**src/rtl/core/ggc_pkg.sv**
```systemverilog
`timescale 1ns / 1ps
// ---------------------------------------------------------------------------
// ggc_pkg: shared types and constants of the gyro gesture classifier
// Gesture codes, shake direction codes, register indexes, reset values and
// the fixed thresholds used by the classification logic.
// ---------------------------------------------------------------------------
package ggc_pkg;

    // Reported gesture codes.
    typedef enum logic [2:0] {
        G_NONE   = 3'd0,
        G_CIRCLE = 3'd1,
        G_SHAKE  = 3'd2,
        G_UP     = 3'd3,
        G_DOWN   = 3'd4,
        G_LEFT   = 3'd5,
        G_RIGHT  = 3'd6
    } gesture_t;

    // Last shake direction seen.
    typedef enum logic [1:0] {
        DIR_NEUTRAL = 2'd0,
        DIR_RIGHT   = 2'd1,
        DIR_LEFT    = 2'd2
    } shake_dir_t;

    // Register indexes (word address on the configuration port).
    localparam logic [2:0] REG_OFFSET_X     = 3'd0;
    localparam logic [2:0] REG_OFFSET_Y     = 3'd1;
    localparam logic [2:0] REG_OFFSET_Z     = 3'd2;
    localparam logic [2:0] REG_TILT_LIMIT   = 3'd3;
    localparam logic [2:0] REG_UP_LIMIT     = 3'd4;
    localparam logic [2:0] REG_SHAKE_LIMIT  = 3'd5;
    localparam logic [2:0] REG_CIRCLE_LIMIT = 3'd6;
    localparam logic [2:0] REG_COOLDOWN_MS  = 3'd7;

    // Register reset values.
    localparam logic [15:0] TILT_LIMIT_RST   = 16'd10000;
    localparam logic [15:0] UP_LIMIT_RST     = 16'd5000;
    localparam logic [15:0] SHAKE_LIMIT_RST  = 16'd12000;
    localparam logic [15:0] CIRCLE_LIMIT_RST = 16'd12000;
    localparam logic [15:0] COOLDOWN_MS_RST  = 16'd500;

    // Fixed thresholds.
    localparam logic [15:0] CIRCLE_TILT_MAX = 16'd3000;
    localparam logic [15:0] NEUTRAL_Z_MAX   = 16'd3000;
    localparam int          CIRCLE_HOLD_MS  = 1000;
    localparam int          SHAKE_SPAN_MS   = 2000;
    localparam logic [1:0]  SHAKE_NEEDED    = 2'd2;
    localparam logic [1:0]  ALT_MAX         = 2'd3;

    // One calibrated axis in sign and magnitude form.
    typedef struct packed {
        logic        neg;
        logic [15:0] mag;
    } axis_t;

endpackage

```
**src/rtl/core/ggc_axis.sv**
```systemverilog
`timescale 1ns / 1ps
// ---------------------------------------------------------------------------
// ggc_axis: calibration of one gyro axis
// Subtracts the axis offset from the raw rate and gives the result as a
// sign bit and an exact magnitude for the threshold compares.
// ---------------------------------------------------------------------------
module ggc_axis
    import ggc_pkg::*;
(
    input  logic signed [15:0] raw,
    input  logic signed [15:0] offset,
    output axis_t              axis
);

    logic [16:0] diff;
    logic [16:0] neg_diff;

    // The difference spans -65535..65535, so 17 bits hold it exactly.
    assign diff     = {raw[15], raw} - {offset[15], offset};
    assign neg_diff = 17'd0 - diff;

    // The magnitude never exceeds 65535 and fits in 16 bits.
    assign axis.neg = diff[16];
    assign axis.mag = diff[16] ? neg_diff[15:0] : diff[15:0];

endmodule

```
**src/rtl/core/gyro_gesture_classifier_core.sv**
```systemverilog
`timescale 1ns / 1ps
// ---------------------------------------------------------------------------
// gyro_gesture_classifier_core: gesture classifier for a 3-axis gyro stream
// Calibrates each sample, applies the global cooldown and detects circle,
// shake and tilt gestures in priority order, reporting changes only.
// ---------------------------------------------------------------------------
//  Channel  | Handshake              | Beat contents
//  ---------+------------------------+--------------------------------------
//  sample   | sample_valid/_stall    | rate_x, rate_y, rate_z, now_ms
//  result   | result_valid/_stall    | gesture, to_cursor
//  config   | APB psel/penable/...   | eight 16-bit registers at 4*index
//
// One sample beat is accepted per cycle while the result is not stalled;
// each gives one result beat through the sample register and then the result
// register. The rate is set by the state update between the two registers.
// A stalled result holds the pipeline; only an empty sample register accepts.
// Reset clears all gesture state at once; no clearing pass is needed.
// ---------------------------------------------------------------------------
module gyro_gesture_classifier_core
    import ggc_pkg::*;
#(
    parameter int TIME_BITS = 32
)
(
    input  logic               clk,
    input  logic               rst_n,

    input  logic               sample_valid,
    output logic               sample_stall,
    input  logic signed [15:0] rate_x,
    input  logic signed [15:0] rate_y,
    input  logic signed [15:0] rate_z,
    input  logic [31:0]        now_ms,

    output logic               result_valid,
    input  logic               result_stall,
    output logic [2:0]         gesture,
    output logic               to_cursor,

    input  logic               psel,
    input  logic               penable,
    input  logic               pwrite,
    input  logic [4:0]         paddr,
    input  logic [31:0]        pwdata,
    output logic [31:0]        prdata,
    output logic               pready
);

    // Configuration registers.
    logic signed [15:0] offset_x_reg, offset_y_reg, offset_z_reg;
    logic [15:0]        tilt_limit_reg, up_limit_reg, shake_limit_reg;
    logic [15:0]        circle_limit_reg, cooldown_ms_reg;

    // Sample register.
    logic                  s1_valid_reg;
    logic signed [15:0]    s1_x_reg, s1_y_reg, s1_z_reg;
    logic [TIME_BITS-1:0]  s1_now_reg;
    logic [TIME_BITS+31:0] now_wide;

    // Result register.
    logic     result_valid_reg;
    gesture_t gesture_reg;
    logic     to_cursor_reg;

    // Gesture state.
    gesture_t             prev_gesture_reg, prev_gesture_next;
    logic [TIME_BITS-1:0] gesture_time_reg, gesture_time_next;
    logic [TIME_BITS-1:0] circle_time_reg, circle_time_next;
    shake_dir_t           shake_dir_reg, shake_dir_next;
    logic [1:0]           shake_alt_reg, shake_alt_next;
    logic [TIME_BITS-1:0] window_start_reg, window_start_next;

    // Step signals.
    logic     advance;
    logic     step;
    gesture_t report;
    logic     cursor;
    gesture_t cur;
    axis_t    ax, ay, az;

    logic                 cooldown_run;
    logic [TIME_BITS-1:0] el_gesture, el_circle, el_window;
    logic                 circle_hit;
    logic [15:0]          half_limit;
    logic                 neutral;

    shake_dir_t           dir_new, dir1, dir2;
    logic                 flip, expire, shake_hit;
    logic [1:0]           alt1, alt2;
    logic [TIME_BITS-1:0] ws1;

    // The result register moves whenever it is empty or being taken.
    assign advance      = !result_valid_reg || !result_stall;
    assign step         = s1_valid_reg && advance;
    assign sample_stall = s1_valid_reg && !advance;

    assign result_valid = result_valid_reg;
    assign gesture      = gesture_reg;
    assign to_cursor    = to_cursor_reg;
    assign pready       = 1'b1;

    // The timestamp is taken modulo 2^TIME_BITS.
    assign now_wide = {{TIME_BITS{1'b0}}, now_ms};

    // Configuration writes.
    always_ff @(posedge clk or negedge rst_n)
    begin
        if (!rst_n)
        begin
            offset_x_reg     <= '0;
            offset_y_reg     <= '0;
            offset_z_reg     <= '0;
            tilt_limit_reg   <= TILT_LIMIT_RST;
            up_limit_reg     <= UP_LIMIT_RST;
            shake_limit_reg  <= SHAKE_LIMIT_RST;
            circle_limit_reg <= CIRCLE_LIMIT_RST;
            cooldown_ms_reg  <= COOLDOWN_MS_RST;
        end
        else if (psel && penable && pwrite && pready)
        begin
            case (paddr[4:2])
                REG_OFFSET_X:     offset_x_reg     <= pwdata[15:0];
                REG_OFFSET_Y:     offset_y_reg     <= pwdata[15:0];
                REG_OFFSET_Z:     offset_z_reg     <= pwdata[15:0];
                REG_TILT_LIMIT:   tilt_limit_reg   <= pwdata[15:0];
                REG_UP_LIMIT:     up_limit_reg     <= pwdata[15:0];
                REG_SHAKE_LIMIT:  shake_limit_reg  <= pwdata[15:0];
                REG_CIRCLE_LIMIT: circle_limit_reg <= pwdata[15:0];
                REG_COOLDOWN_MS:  cooldown_ms_reg  <= pwdata[15:0];
                default:          ;
            endcase
        end
    end

    // Register read back.
    always_comb
    begin
        case (paddr[4:2])
            REG_OFFSET_X:     prdata = {16'd0, offset_x_reg};
            REG_OFFSET_Y:     prdata = {16'd0, offset_y_reg};
            REG_OFFSET_Z:     prdata = {16'd0, offset_z_reg};
            REG_TILT_LIMIT:   prdata = {16'd0, tilt_limit_reg};
            REG_UP_LIMIT:     prdata = {16'd0, up_limit_reg};
            REG_SHAKE_LIMIT:  prdata = {16'd0, shake_limit_reg};
            REG_CIRCLE_LIMIT: prdata = {16'd0, circle_limit_reg};
            REG_COOLDOWN_MS:  prdata = {16'd0, cooldown_ms_reg};
            default:          prdata = '0;
        endcase
    end

    // Sample register: loads whenever it is empty or moving on.
    always_ff @(posedge clk or negedge rst_n)
    begin
        if (!rst_n)
        begin
            s1_valid_reg <= 1'b0;
        end
        else if (!s1_valid_reg || advance)
        begin
            s1_valid_reg <= sample_valid;
        end
    end

    always_ff @(posedge clk)
    begin
        if (sample_valid && !sample_stall)
        begin
            s1_x_reg   <= rate_x;
            s1_y_reg   <= rate_y;
            s1_z_reg   <= rate_z;
            s1_now_reg <= now_wide[TIME_BITS-1:0];
        end
    end

    // Per-axis calibration.
    ggc_axis u_axis_x (.raw(s1_x_reg), .offset(offset_x_reg), .axis(ax));
    ggc_axis u_axis_y (.raw(s1_y_reg), .offset(offset_y_reg), .axis(ay));
    ggc_axis u_axis_z (.raw(s1_z_reg), .offset(offset_z_reg), .axis(az));

    // Elapsed times and the circle test.
    assign el_gesture   = s1_now_reg - gesture_time_reg;
    assign el_circle    = s1_now_reg - circle_time_reg;
    assign cooldown_run = el_gesture < TIME_BITS'(cooldown_ms_reg);
    assign circle_hit   = (ax.mag < CIRCLE_TILT_MAX) && (ay.mag < CIRCLE_TILT_MAX)
                       && (az.mag > circle_limit_reg)
                       && (el_circle > TIME_BITS'(CIRCLE_HOLD_MS));

    // Neutral sample test against half the tilt limit.
    assign half_limit = {1'b0, tilt_limit_reg[15:1]};
    assign neutral    = (ax.mag < half_limit) && (ay.mag < half_limit)
                     && (az.mag < NEUTRAL_Z_MAX);

    // Shake tracker: count direction changes, expire the window, detect.
    always_comb
    begin
        if (!ax.neg && ax.mag > shake_limit_reg)
            dir_new = DIR_RIGHT;
        else if (ax.neg && ax.mag > shake_limit_reg)
            dir_new = DIR_LEFT;
        else
            dir_new = DIR_NEUTRAL;

        flip = (dir_new != DIR_NEUTRAL) && (dir_new != shake_dir_reg);
        dir1 = flip ? dir_new : shake_dir_reg;
        ws1  = (flip && shake_alt_reg == 2'd0) ? s1_now_reg : window_start_reg;
        if (flip && shake_alt_reg < ALT_MAX)
            alt1 = shake_alt_reg + 2'd1;
        else
            alt1 = shake_alt_reg;

        el_window = s1_now_reg - ws1;
        expire    = (alt1 != 2'd0) && (el_window > TIME_BITS'(SHAKE_SPAN_MS));
        alt2      = expire ? 2'd0 : alt1;
        dir2      = expire ? DIR_NEUTRAL : dir1;
        shake_hit = alt2 >= SHAKE_NEEDED;
    end

    // Classification and next state for the sample in the register.
    always_comb
    begin
        prev_gesture_next = prev_gesture_reg;
        gesture_time_next = gesture_time_reg;
        circle_time_next  = circle_time_reg;
        shake_dir_next    = shake_dir_reg;
        shake_alt_next    = shake_alt_reg;
        window_start_next = window_start_reg;
        cur               = G_NONE;
        report            = G_NONE;
        cursor            = 1'b0;

        if (!cooldown_run)
        begin
            if (circle_hit)
            begin
                cur              = G_CIRCLE;
                circle_time_next = s1_now_reg;
            end
            else
            begin
                window_start_next = ws1;
                shake_dir_next    = shake_hit ? DIR_NEUTRAL : dir2;
                shake_alt_next    = shake_hit ? 2'd0 : alt2;
                if (shake_hit)
                begin
                    cur    = G_SHAKE;
                    cursor = 1'b1;
                end
                else if (!ay.neg && ay.mag > tilt_limit_reg)
                    cur = G_DOWN;
                else if (ay.neg && ay.mag > up_limit_reg)
                    cur = G_UP;
                else if (!ax.neg && ax.mag > tilt_limit_reg)
                    cur = G_RIGHT;
                else if (ax.neg && ax.mag > tilt_limit_reg)
                    cur = G_LEFT;
            end

            // Only a change of gesture is reported and restarts the cooldown.
            if (cur != G_NONE && cur != prev_gesture_reg)
            begin
                report            = cur;
                prev_gesture_next = cur;
                gesture_time_next = s1_now_reg;
            end

            if (neutral)
                prev_gesture_next = G_NONE;
        end
    end

    // Gesture state commits when the sample moves into the result register.
    always_ff @(posedge clk or negedge rst_n)
    begin
        if (!rst_n)
        begin
            prev_gesture_reg <= G_NONE;
            gesture_time_reg <= '0;
            circle_time_reg  <= '0;
            shake_dir_reg    <= DIR_NEUTRAL;
            shake_alt_reg    <= 2'd0;
            window_start_reg <= '0;
        end
        else if (step)
        begin
            prev_gesture_reg <= prev_gesture_next;
            gesture_time_reg <= gesture_time_next;
            circle_time_reg  <= circle_time_next;
            shake_dir_reg    <= shake_dir_next;
            shake_alt_reg    <= shake_alt_next;
            window_start_reg <= window_start_next;
        end
    end

    // Result register.
    always_ff @(posedge clk or negedge rst_n)
    begin
        if (!rst_n)
        begin
            result_valid_reg <= 1'b0;
        end
        else if (advance)
        begin
            result_valid_reg <= s1_valid_reg;
        end
    end

    always_ff @(posedge clk)
    begin
        if (step)
        begin
            gesture_reg   <= report;
            to_cursor_reg <= cursor;
        end
    end

endmodule
```
**config.mk**
```make
export PLATFORM = sky130hd
export DESIGN_NAME = gyro_gesture_classifier_core
export DESIGN_NICKNAME = d
export VERILOG_FILES = /design/src/rtl/core/ggc_pkg.sv /design/src/rtl/core/ggc_axis.sv /design/src/rtl/core/gyro_gesture_classifier_core.sv
export SDC_FILE = /design/constraint.sdc
export NUM_CORES = 1
export LEC_CHECK = 0
export BUFFER_PORTS_ARGS = -buffer_cell sky130_fd_sc_hd__buf_4
export CAP_MARGIN = 20
export CORE_MARGIN = 2
export CORE_UTILIZATION = 55
export CTS_BUF_LIST = sky130_fd_sc_hd__clkbuf_4
export DETAILED_ROUTE_END_ITERATION = 7
export HOLD_SLACK_MARGIN = 0.1
export PLACE_DENSITY = 0.83
export SLEW_MARGIN = 30
export SYNTH_ARGS = -nofsm -noshare
export SYNTH_HDL_FRONTEND = slang
export SYNTH_SLANG_ARGS = --single-unit
```
**constraint.sdc**
```tcl
create_clock -name clk -period 24.9 [get_ports clk]
set_input_delay 1.245 -clock clk [delete_from_list [all_inputs] [get_ports clk]]
set_output_delay 1.245 -clock clk [all_outputs]
set_load 0.005 [all_outputs]
```
Word level (Yosys, flattened, before mapping)
Cells that the tools add are included.
{ "totals": {"out_inout_bits": 39, "reg_bits": 317, "elab_cells": 134} }
{ "classes": {"reduce_logical": 52, "eq_ne": 9, "n_addsub": 10, "magnitude_cmp": 15, "muxes": 23, "n_bitwise": 3} }
{ "ops": {"columns": ["cell", "n"], "rows": [
  ["$pmux W32 S8", 1],
  ["$sub A32 B32 Y32", 3],
  ["$gt A16 B16 Y1", 5],
  ["$sub A16 B16 Y17", 3],
  ["$lt A16 B12 Y1 const B", 3],
  ["$mux W16", 3],
  ["$sub A1 B16 Y16 const A", 3],
  ["$gt A32 B10 Y1 const B", 1],
  ["$gt A32 B11 Y1 const B", 1],
  ["$lt A16 B15 Y1", 2],
  ["$lt A32 B16 Y1", 1],
  ["$mux W32", 1],
  ["$mux W3", 9],
  ["$logic_and A1 B1 Y1", 21],
  ["$mux W2", 8],
  ["$reduce_and A2 Y1", 8],
  ["$eq A3 B3 Y1 const B", 4],
  ["$reduce_and A3 Y1", 4],
  ["$logic_not A1 Y1", 7],
  ["$eq A3 B2 Y1 const B", 2],
  ["$reduce_bool A2 Y1", 3],
  ["$reduce_bool A3 Y1", 2],
  ["$reduce_and A4 Y1", 1],
  ["$reduce_or A2 Y1", 2],
  ["11 further kinds", 14]
]} }

Longest topological paths before layout
Gate-level depths: netlist (run 1).
{ "logic_depth": {"ltp_word": 23, "depth_mapped": 41, "depth_no_buf": 38} }

By module
From an unflattened synthesis (run 1), not the netlist that was laid out.
{ "unflattened": {"hier_cells": 2866, "area_unflattened_um2": 25942.4} }
{ "modules_own_cells": {"columns": ["module", "area_per_inst_um2", "instances", "cells_per_inst"], "rows": [
  ["gyro_gesture_classifier_core", 21862.2, 1, 2305],
  ["ggc_axis", 1360.1, 3, 187]
]} }

Least setup slack after synthesis (run 1)
OpenSTA, ideal clock, no wires.
{ "synth_path": {"path_kind": "flip-flop to flip-flop", "from": "reg offset_x_reg[0]", "to": "reg gesture_time_reg[10]", "path_buffers": 2, "arrival_time_ns": 9.375, "setup_time_ns": 0.125, "path_stages_with_launch": 35, "setup_slack_ns": 15.400, "cell_sequence": "dfrtp_1 -> ha_1 -> fa_1 -> and2b_1 -> o221ai_2 -> a221o_1 -> nor2_1 -> nand4_1 -> nor4_1 -> o2111ai_1 -> o211ai_1 -> xor2_1 -> ha_1 -> nand4_1 -> a2111oi_1 -> o31ai_2 -> a211oi_2 -> clkbuf_1 -> mux2i_1 -> ha_1 -> or2_2 -> o211ai_1 -> a21oi_1 -> a21oi_1 -> nor3_1 -> nor4_2 -> nand3_1 -> and3_1 -> or4_1 -> nor4bb_1 -> and4bb_2 -> o21ai_1 -> a211oi_4 -> buf_6 -> mux2_4"} }
{ "synth_via": {"elab_chain_len": 22, "elab_cells_between_ends": 40, "classes_between": "3 x add/sub; 5 x order compare; 2 x eq/ne; 13 x mux; 17 x reduce/logical"} }
{ "synth_rtl": {"columns": ["element", "line", "source"], "rows": [
  ["from (decl)", "gyro_gesture_classifier_core.sv:50", "logic signed [15:0] offset_x_reg, offset_y_reg, offset_z_reg;"],
  ["from (signal assigned)", "gyro_gesture_classifier_core.sv:122", "REG_OFFSET_X: offset_x_reg <= pwdata[15:0];"],
  ["$sub A16 B16 Y17 *", "ggc_axis.sv:19", "assign diff = {raw[15], raw} - {offset[15], offset};"],
  ["$sub A1 B16 Y16", "ggc_axis.sv:20", "assign neg_diff = 17'd0 - diff;"],
  ["$mux W16", "ggc_axis.sv:24", "assign axis.mag = diff[16] ? neg_diff[15:0] : diff[15:0];"],
  ["$gt A16 B16 Y1", "gyro_gesture_classifier_core.sv:196, gyro_gesture_classifier_core.sv:198", null],
  ["$logic_and A1 B1 Y1", "gyro_gesture_classifier_core.sv:198", "else if (ax.neg && ax.mag > shake_limit_reg)"],
  ["$mux W2", "gyro_gesture_classifier_core.sv:198", null],
  ["$mux W2", "gyro_gesture_classifier_core.sv:196", "if (!ax.neg && ax.mag > shake_limit_reg)"],
  ["$ne A2 B2 Y1 or $reduce_bool A2 Y1 (tied branches)", "gyro_gesture_classifier_core.sv:203", "flip = (dir_new != DIR_NEUTRAL) && (dir_new != shake_dir_reg);"],
  ["(+6 left out)", null, null],
  ["$mux W2", "gyro_gesture_classifier_core.sv:213", "alt2 = expire ? 2'd0 : alt1;"],
  ["$ge A2 B2 Y1", "gyro_gesture_classifier_core.sv:215", "shake_hit = alt2 >= SHAKE_NEEDED;"],
  ["$mux W3", "gyro_gesture_classifier_core.sv:243", "if (shake_hit)"],
  ["$mux W3 *", "gyro_gesture_classifier_core.sv:233", "if (circle_hit)"],
  ["$mux W3 *", "gyro_gesture_classifier_core.sv:231", "if (!cooldown_run)"],
  ["$ne A3 B3 Y1 or $reduce_bool A3 Y1 (tied branches)", "gyro_gesture_classifier_core.sv:259", "if (cur != G_NONE && cur != prev_gesture_reg)"],
  ["$logic_and A1 B1 Y1 *", "gyro_gesture_classifier_core.sv:259", null],
  ["$reduce_and A3 Y1 (no line) *", null, null],
  ["to (signal assigned)", "gyro_gesture_classifier_core.sv:286", "gesture_time_reg <= gesture_time_next;"],
  ["to (decl)", "gyro_gesture_classifier_core.sv:67", "logic [TIME_BITS-1:0] gesture_time_reg, gesture_time_next;"]
]} }
Mark *: on every way between the ends. The rest lies on a longest branch, timed or not. The select of a mux whose other input is x is not followed.
A chain may end at the register's enable or synchronous reset.

Final worst setup path (run 1)
{ "layout_path": {"from": "reg offset_x_reg[0]", "to": "reg gesture_time_reg[31]"} }
{ "layout_via": {"elab_chain_len": 22, "elab_cells_between_ends": 40, "classes_between": "3 x add/sub; 5 x order compare; 2 x eq/ne; 13 x mux; 17 x reduce/logical"} }
{ "layout_rtl": {"columns": ["element", "line", "source"], "rows": [
  ["$sub A16 B16 Y17 *", "ggc_axis.sv:19", null],
  ["$sub A1 B16 Y16", "ggc_axis.sv:20", null],
  ["$mux W16", "ggc_axis.sv:24", null],
  ["$gt A16 B16 Y1", "gyro_gesture_classifier_core.sv:196, gyro_gesture_classifier_core.sv:198", null],
  ["$logic_and A1 B1 Y1", "gyro_gesture_classifier_core.sv:198", null],
  ["$mux W2", "gyro_gesture_classifier_core.sv:198", null],
  ["$mux W2 *", "gyro_gesture_classifier_core.sv:196", null],
  ["$ne A2 B2 Y1 or $reduce_bool A2 Y1 (tied branches)", "gyro_gesture_classifier_core.sv:203", null],
  ["(+3 left out)", null, null],
  ["named net ws1[0]", "gyro_gesture_classifier_core.sv:90", "logic [TIME_BITS-1:0] ws1;"],
  ["(+3 left out)", null, null],
  ["$mux W2 *", "gyro_gesture_classifier_core.sv:213", null],
  ["$ge A2 B2 Y1 *", "gyro_gesture_classifier_core.sv:215", null],
  ["$mux W3 *", "gyro_gesture_classifier_core.sv:243", null],
  ["$mux W3 *", "gyro_gesture_classifier_core.sv:233", null],
  ["$mux W3 *", "gyro_gesture_classifier_core.sv:231", null],
  ["$ne A3 B3 Y1 or $reduce_bool A3 Y1 (tied branches)", "gyro_gesture_classifier_core.sv:259", null],
  ["$logic_and A1 B1 Y1 *", "gyro_gesture_classifier_core.sv:259", null],
  ["$reduce_and A3 Y1 (no line) *", null, null]
]} }
Mark *: on every way through the listed nets, which the timed path passes. The rest lies on a longest branch. The select of a mux whose other input is x is not followed.

==> results of run 1 <==
-- power groups by stage --
stage / clock network, mW / logic, mW / registers, mW
floorplan: 0 / 1.64 / 0.718
global placement: 0 / 2.05 / 0.747
detailed placement: 0 / 2.10 / 0.750
CTS: 0.519 / 2.11 / 0.742
global route: 0.544 / 2.38 / 0.756
finish: 0.509 / 2.15 / 0.746
-- worst min path at each step --
stage / endpoint / slack (ns) / start
finish: circle_time_reg[26]$_DFFE_PN0P_ / 0.43 / rst_n
global route: circle_time_reg[26]$_DFFE_PN0P_ / 0.43 / rst_n
CTS: circle_time_reg[26]$_DFFE_PN0P_ / 0.39 / rst_n
detailed placement: window_start_reg[13]$_DFFE_PN0P_ / 0.47 / window_start_reg[13]$_DFFE_PN0P_
global placement: window_start_reg[20]$_DFFE_PN0P_ / 0.46 / window_start_reg[20]$_DFFE_PN0P_
floorplan: window_start_reg[13]$_DFFE_PN0P_ / 0.45 / window_start_reg[13]$_DFFE_PN0P_
-- final cells by class --
| type | count | area share |
|---|---|---|
| Multi-Input combinational cell | 2339 | 0.5694 |
| Inverter | 262 | 0.03410 |
| Timing Repair Buffer | 144 | 0.03788 |
| Clock inverter | 34 | 0.007940 |
| Sequential cell | 317 | 0.2909 |
| Clock buffer | 126 | 0.03280 |
| Tap cell | 615 | 0.02668 |
| Antenna cell | 3 | 0.0002603 |
-- cell usage in the layout (no fill, tap or decap), types with 27 or more instances in the layout --
master	instances
a21oi_1	197
o211ai_1	29
nor2b_1	42
xor2_1	43
dfstp_2	30
nand3_1	55
nor2_1	207
o21ai_0	285
edfxtp_1	84
mux2i_1	58
nand2_1	284
dfrtp_1	203
clkbuf_4	126
xnor2_1	77
nand2b_1	32
inv_1	262
nor3_1	58
mux2_2	62
buf_4	142
a21o_1	57
and3_1	27
o21a_1	41
ha_1	265
nand4_1	42
-- per-stage QoR --
| step | setup slack (ns) | hold slack, ns | util |
|---|---|---|---|
| after floorplan | 15.40 | 0.4492 | - |
| after CTS | 13.16 | 0.3880 | 0.6063 |
| after global routing | 12.12 | 0.4316 | 0.6064 |
| after global placement | 13.36 | 0.4612 | 0.5816 |
| after detailed placement | 13.26 | 0.4697 | 0.5816 |
| final | 13.04 | 0.4303 | 0.6066 |
-- cells by family (layout without fill, tap and decap cells) --
kind of cell | Yosys count | after routing | share of synthesized area
AO/OA/AOI/OAI | 903 | 903 | 0.2226
XOR/XNOR | 120 | 120 | 0.03987
adder cells (fa/ha/maj) | 276 | 276 | 0.1322
buffers and inverters | 403 | 566 | 0.06189
flip-flops | 317 | 317 | 0.3183
multiplexers | 149 | 149 | 0.06460
other | 2 | 20 | 0.0002849
AND/OR/NAND/NOR | 874 | 874 | 0.1602
-- per-layer routing --
metal  share of wire  vias to the layer above
met4           0.035                        0
li1                -                    11300
met5               0                        -
met1            0.43                    11220
met3           0.093                      191
met2            0.44                     1045
-- worst register-to-register path, delay by kind of cell (launching register included) --
family | cells | cell delay, ns
simple gates | 9 | 2.18
compound gates | 18 | 5.72
fa+ha+maj | 5 | 1.60
buf+inv | 2 | 0.58
mux | 3 | 0.73
flops | 1 | 0.42
xor+xnor | 1 | 0.46
==> impl_metrics.ini, run 1 <==
[finish]
n_fill_cell = 4113
multi_input_area_mm2 = 0.01642
area_delta_synth_final_pct = 9.403
ff_latch_area_mm2 = 0.008391
final_area_mm2 = 0.02884
fin_nets = 3545
finalNonFillerCells = 3840
drive_gt1_frac = 0.1397

[clocking]
cts_buffers = 86
insertion_delay_ns = 0.89
clkSinkCount = 317
cts_setup_buffers = 0
clkTransAtPathRegs_ns = 0.07
root_buffer = clkbuf_4
cts_resized = 0
htreeDepth = 3
cts_tree = built
hold_buffers = 0
clockBufferDepth = 3

[logic_synthesis]
yosys-top-cells-area = dfrtp_1, ha_1, edfxtp_1
synth_commonest_cells = o21ai_0, nand2_1, ha_1, inv_1, nor2_1
synth_flop_cell = dfrtp_1
yosysWarnings = 0
netlist.area_leader.share = 0.1927
synth_area_mm2 = 0.02636
yosysSeqAreaShare = 0.3183
syn_area_per_cell_um2 = 8.660
synth.most_common_cell = o21ai_0
synthArstFlopShare = 0.7350
synth_cell_types = 103
ys_seq_elements = 317
synth_edf_count = 84
yosys.area.top_type = dfrtp_1
synthCells = 3044

[setup_path]
reg2reg_setup_slack_ns = 13.04
reg2reg_to = gesture_time_reg[31]$_DFFE_PN0P_
crit_arrival_ns = 12.59
timing.rr.start = offset_x_reg[0]$_DFFE_PN0P_
path_delay_family = compound AO/OA/AOI/OAI gates
path_max_fanout = 32
startpoint = offset_x_reg[0]$_DFFE_PN0P_
required_ns = 25.63
path_buf_inv = 2
worstSetupStartpointType = flip-flop
crit_type = flip-flop to flip-flop
crit_top_cell = o21ai_0
path_depth = 38
cpPeakStageDelay_ns = 0.70
r2r_cells = 38
crit_slowest_cell = a211o_1
cp-endpoint = gesture_time_reg[31]$_DFFE_PN0P_
endpoint_kind = flip-flop

[drt]
vias = 23750
drt_first_iter_violations = 2351
wl_mm = 74.80
ant_nets = 0
first_pass_iters = 6
routed_via_density = 6.184
drc = 0
routedWlPerCell_um = 19.48

[floorplanning]
coreArea_mm2 = 0.04755
design.die.area_mm2 = 0.04970
fp-row-count = 80
die_x_um = 222.9
io_pins = 163
fp.dieH_um = 222.9
initial_core_util = 0.5544

[sta]
relSlewSlack = 0.3906
hold_violations = 0
fin_crit_ns = 11.86
rsz0062_at_grt = no
skew_ns = 0.07692
setup_viol = 0
fin_crit_sh = 0.4763
setup-tns-final_ns = 0
finalMaxSlewViolations = 0
fmax_mhz = 84.32
worstMarginPinSlew_ns = 0.9140

[global_route]
busiest_layer = met2
use_met2 = 0.4628
grt_pass1_vias = 22170
grt_pass1_wl_mm = 117.4
grt_max_degree = 97
grt-ovfl-total = 0
antenna_found_initial = 1
grt_usage = 0.2964
use_met1 = 0.4004
grt_use_met3 = 0.07138

[placement]
post_dp_cell_area_mm2 = 0.02765
hpwl_mm = 56.04
io_buffers = 127
dp.cells = 3677
gp_congestion = 0.9964

[power]
p_int_mw = 1.808
leakage_nw = 12.87
combPwrFrac = 0.632
p_per_area_mw_per_mm2 = 118.1
pwr-share-seq = 0.219
ir_drop_mv = 0.09070
power_frac_clock = 0.149
finalPower_mw = 3.407
switchingPower_mw = 1.598
sw_frac_of_total = 0.4692

[status]
status = complete, no violations

[hold_path]
min-delay-path-class = input port to asynchronous set/reset pin

[job]
maxCapViolCount = 0
No activity file was read; power rests on OpenSTA's default activity.
==> inputs of run 2 (changes only) <==
--- a/config.mk
+++ b/config.mk
@@ -5,6 +5,7 @@
 export SDC_FILE = /design/constraint.sdc
 export NUM_CORES = 1
 export LEC_CHECK = 0
+export ABC_AREA = 1
 export BUFFER_PORTS_ARGS = -buffer_cell sky130_fd_sc_hd__buf_4
 export CAP_MARGIN = 20
 export CORE_MARGIN = 2
@@ -12,7 +13,7 @@
 export CTS_BUF_LIST = sky130_fd_sc_hd__clkbuf_4
 export DETAILED_ROUTE_END_ITERATION = 7
 export HOLD_SLACK_MARGIN = 0.1
-export PLACE_DENSITY = 0.83
+export PLACE_DENSITY = 0.86
 export SLEW_MARGIN = 30
 export SYNTH_ARGS = -nofsm -noshare
 export SYNTH_HDL_FRONTEND = slang
==> constraint.sdc (replaced) <==
create_clock -name clk -period 10.9 [get_ports clk]
set_input_delay 0.545 -clock clk [delete_from_list [all_inputs] [get_ports clk]]
set_output_delay 0.545 -clock clk [all_outputs]
set_load 0.005 [all_outputs]
==> run 2 against run 1 <==
Fmax grew 29%. Largest cell class unchanged. Register-to-register slack lost 11 ns. Worst hold slack lost 0.27 ns. Count of clock-buffer cells in the layout grew 10. Critical path type unchanged. Critical endpoint is now gesture_time_reg[15]$_DFFE_PN0P_. Worst setup slack lost 11 ns. Sequential share of layout area grew 0.67 points.
==> impl_metrics.ini, run 2 <==
[setup_path]
path_delay_family = simple AND/OR/NAND/NOR gates
path_buf_inv = 5
crit_top_cell = nand2_1
worstSetupStartpointType = flip-flop
crit_type = flip-flop to flip-flop
path_max_fanout = 48
cpPeakStageDelay_ns = 0.49
crit_arrival_ns = 9.90
crit_slowest_cell = dfrtp_1
endpoint_kind = flip-flop
required_ns = 11.60

[logic_synthesis]
synth_edf_count = 84
yosys.area.top_type = dfrtp_1
synthCells = 3214
synth_area_mm2 = 0.02460
synth_commonest_cells = nand2_1, inv_1, o21ai_0, ha_1, a21oi_1
netlist.area_leader.share = 0.2065
yosysWarnings = 0
synth_flop_cell = dfrtp_1
syn_area_per_cell_um2 = 7.654
yosysSeqAreaShare = 0.3411
synthArstFlopShare = 0.7350
synth_cell_types = 65
ys_seq_elements = 317
yosys-top-cells-area = dfrtp_1, ha_1, nand2_1
synth.most_common_cell = nand2_1

[global_route]
grt_pass1_vias = 22270
grt_usage = 0.3004
grt-ovfl-total = 0
grt_pass1_wl_mm = 111.3
antenna_found_initial = 2
grt_max_degree = 125

[clocking]
cts_buffers = 89
clkSinkCount = 317
cts_setup_buffers = 0
root_buffer = clkbuf_4
clkTransAtPathRegs_ns = 0.09
clockBufferDepth = 3
insertion_delay_ns = 0.89
cts_resized = 0
hold_buffers = 99
cts_tree = built
htreeDepth = 3

[power]
p_per_area_mw_per_mm2 = 269.1
ir_drop_mv = 0.1468
finalPower_mw = 7.585
leakage_nw = 13.65

[drt]
vias = 23020
drc = 0
wl_mm = 69.70
routedWlPerCell_um = 16.83
drt_first_iter_violations = 2119
first_pass_iters = 6
ant_nets = 0
routed_via_density = 5.558

[floorplanning]
coreArea_mm2 = 0.04422
fp-row-count = 77
fp.dieH_um = 215.5
design.die.area_mm2 = 0.04643
io_pins = 163
die_x_um = 215.5
initial_core_util = 0.5563

[placement]
gp_congestion = 0.9691
io_buffers = 127
hpwl_mm = 53.05

[finish]
area_delta_synth_final_pct = 14.60
final_cell_mix = nand2_1, inv_1, o21ai_0, ha_1, a21oi_1
fin_nets = 3870
final_util = 0.6375
n_fill_cell = 3694
mostFrequentLayoutCell = nand2_1
drive_gt1_frac = 0.1161

[sta]
rsz0062_at_grt = no
fmax_mhz = 108.7
worstMarginPinSlew_ns = 0.9140
setup_viol = 0
whs_ns = 0.1629
hold_violations = 0
setup-tns-final_ns = 0
skew_ns = 0.07824
relSlewSlack = 0.3892
fin_crit_ns = 9.196
finalMaxSlewViolations = 0
fin_crit_sh = 0.8437

[hold_path]
min-delay-path-class = input port to asynchronous set/reset pin

[status]
status = complete, no violations

[job]
maxCapViolCount = 0
[run 2: cell count changes after synthesis, moves of 42 or more]
cell,delta
nor2_1,-49
a21o_1,-50
inv_1,+232
nand2_1,+425
mux2i_1,-58
nand3_1,+64
nor2b_1,-42
clkbuf_1,-52
xnor2_1,-42
xor2_1,+64
mux2_2,-62
[run 2: area by class of cell]
cell class	count	area (um2)	share of cell area
multi-input cells	2325	13940	0.4944
repair buffers	236	2059	0.07306
clock buffers	136	1021	0.03622
clock inverters	28	138.9	0.004927
diodes	1	2.502	0.00008877
inverters	506	1901	0.06742
well taps	592	740.7	0.02628
flip-flops and latches	317	8391	0.2976
[run 2: logic make-up (layout without fill, tap and decap cells)]
kind of cell / count (synthesis) / after routing / share of synthesized area
compound gates: 723 / 723 / 0.1657
xor+xnor: 144 / 144 / 0.05188
fa+ha+maj: 271 / 271 / 0.1397
buf+inv: 587 / 906 / 0.09517
flops: 317 / 317 / 0.3411
other cells: 2 / 18 / 0.0003053
simple gates: 1170 / 1170 / 0.2062
[run 2: path summary, 6_finish.rpt]
check                      cells after the start                               end                        start  slack [ns]
max in group asynchronous                      3   window_start_reg[3]$_DFFE_PN0P_                        rst_n        9.62
setup / recovery                              45  gesture_time_reg[15]$_DFFE_PN0P_  offset_x_reg[0]$_DFFE_PN0P_        1.70
setup reg to reg                              45  gesture_time_reg[15]$_DFFE_PN0P_  offset_x_reg[0]$_DFFE_PN0P_        1.70
hold reg to reg                                2          result_valid$_DFFE_PN0P_     s1_valid_reg$_DFFE_PN0N_        0.47
min in group clk                               2             s1_z_reg[1]$_DFFE_PP_                    rate_z[1]        0.39
hold / removal                                 2  window_start_reg[30]$_DFFE_PN0P_                        rst_n        0.16
[run 2: worst reg2reg max path: cells and delay by family (launching register included)]
| kind | cells | cell delay (ns) |
|---|---|---|
| AOI/OAI and AO/OA | 7 | 1.71 |
| xor gates and xnor gates | 3 | 0.81 |
| adders and majority gates | 4 | 1.36 |
| buffers and inverters | 5 | 1.28 |
| DFF | 1 | 0.49 |
| and+or+nand+nor | 26 | 3.34 |
[run 2: where the power goes]
part | internal (mW) | switching (mW) | leakage [nW] | total, mW
Clock | 0.574 | 0.560 | 0.692 | 1.13
Sequential | 1.50 | 0.159 | 3.71 | 1.66
Combinational | 1.73 | 3.06 | 9.25 | 4.79
[run 2: per-stage QoR]
step / setup WS [ns] / instance area [um2] / instances
after floorplan: 3.476 / 24650 / 3229
after global placement: 1.680 / 25980 / 3875
after detailed placement: 1.484 / 25980 / 3875
after CTS: 1.405 / 28130 / 4138
after global routing: 0.7998 / 28190 / 4141
final: 1.704 / 28190 / 4141
[run 2: metal layers]
metal | vias to the layer above | share of wire | GRT usage
li1 | 11260 | - | -
met1 | 10500 | 0.40 | 0.3772
met2 | 1020 | 0.45 | 0.4824
met3 | 236 | 0.093 | 0.07033
met4 | 0 | 0.053 | 0.1586
met5 | - | 0 | 0
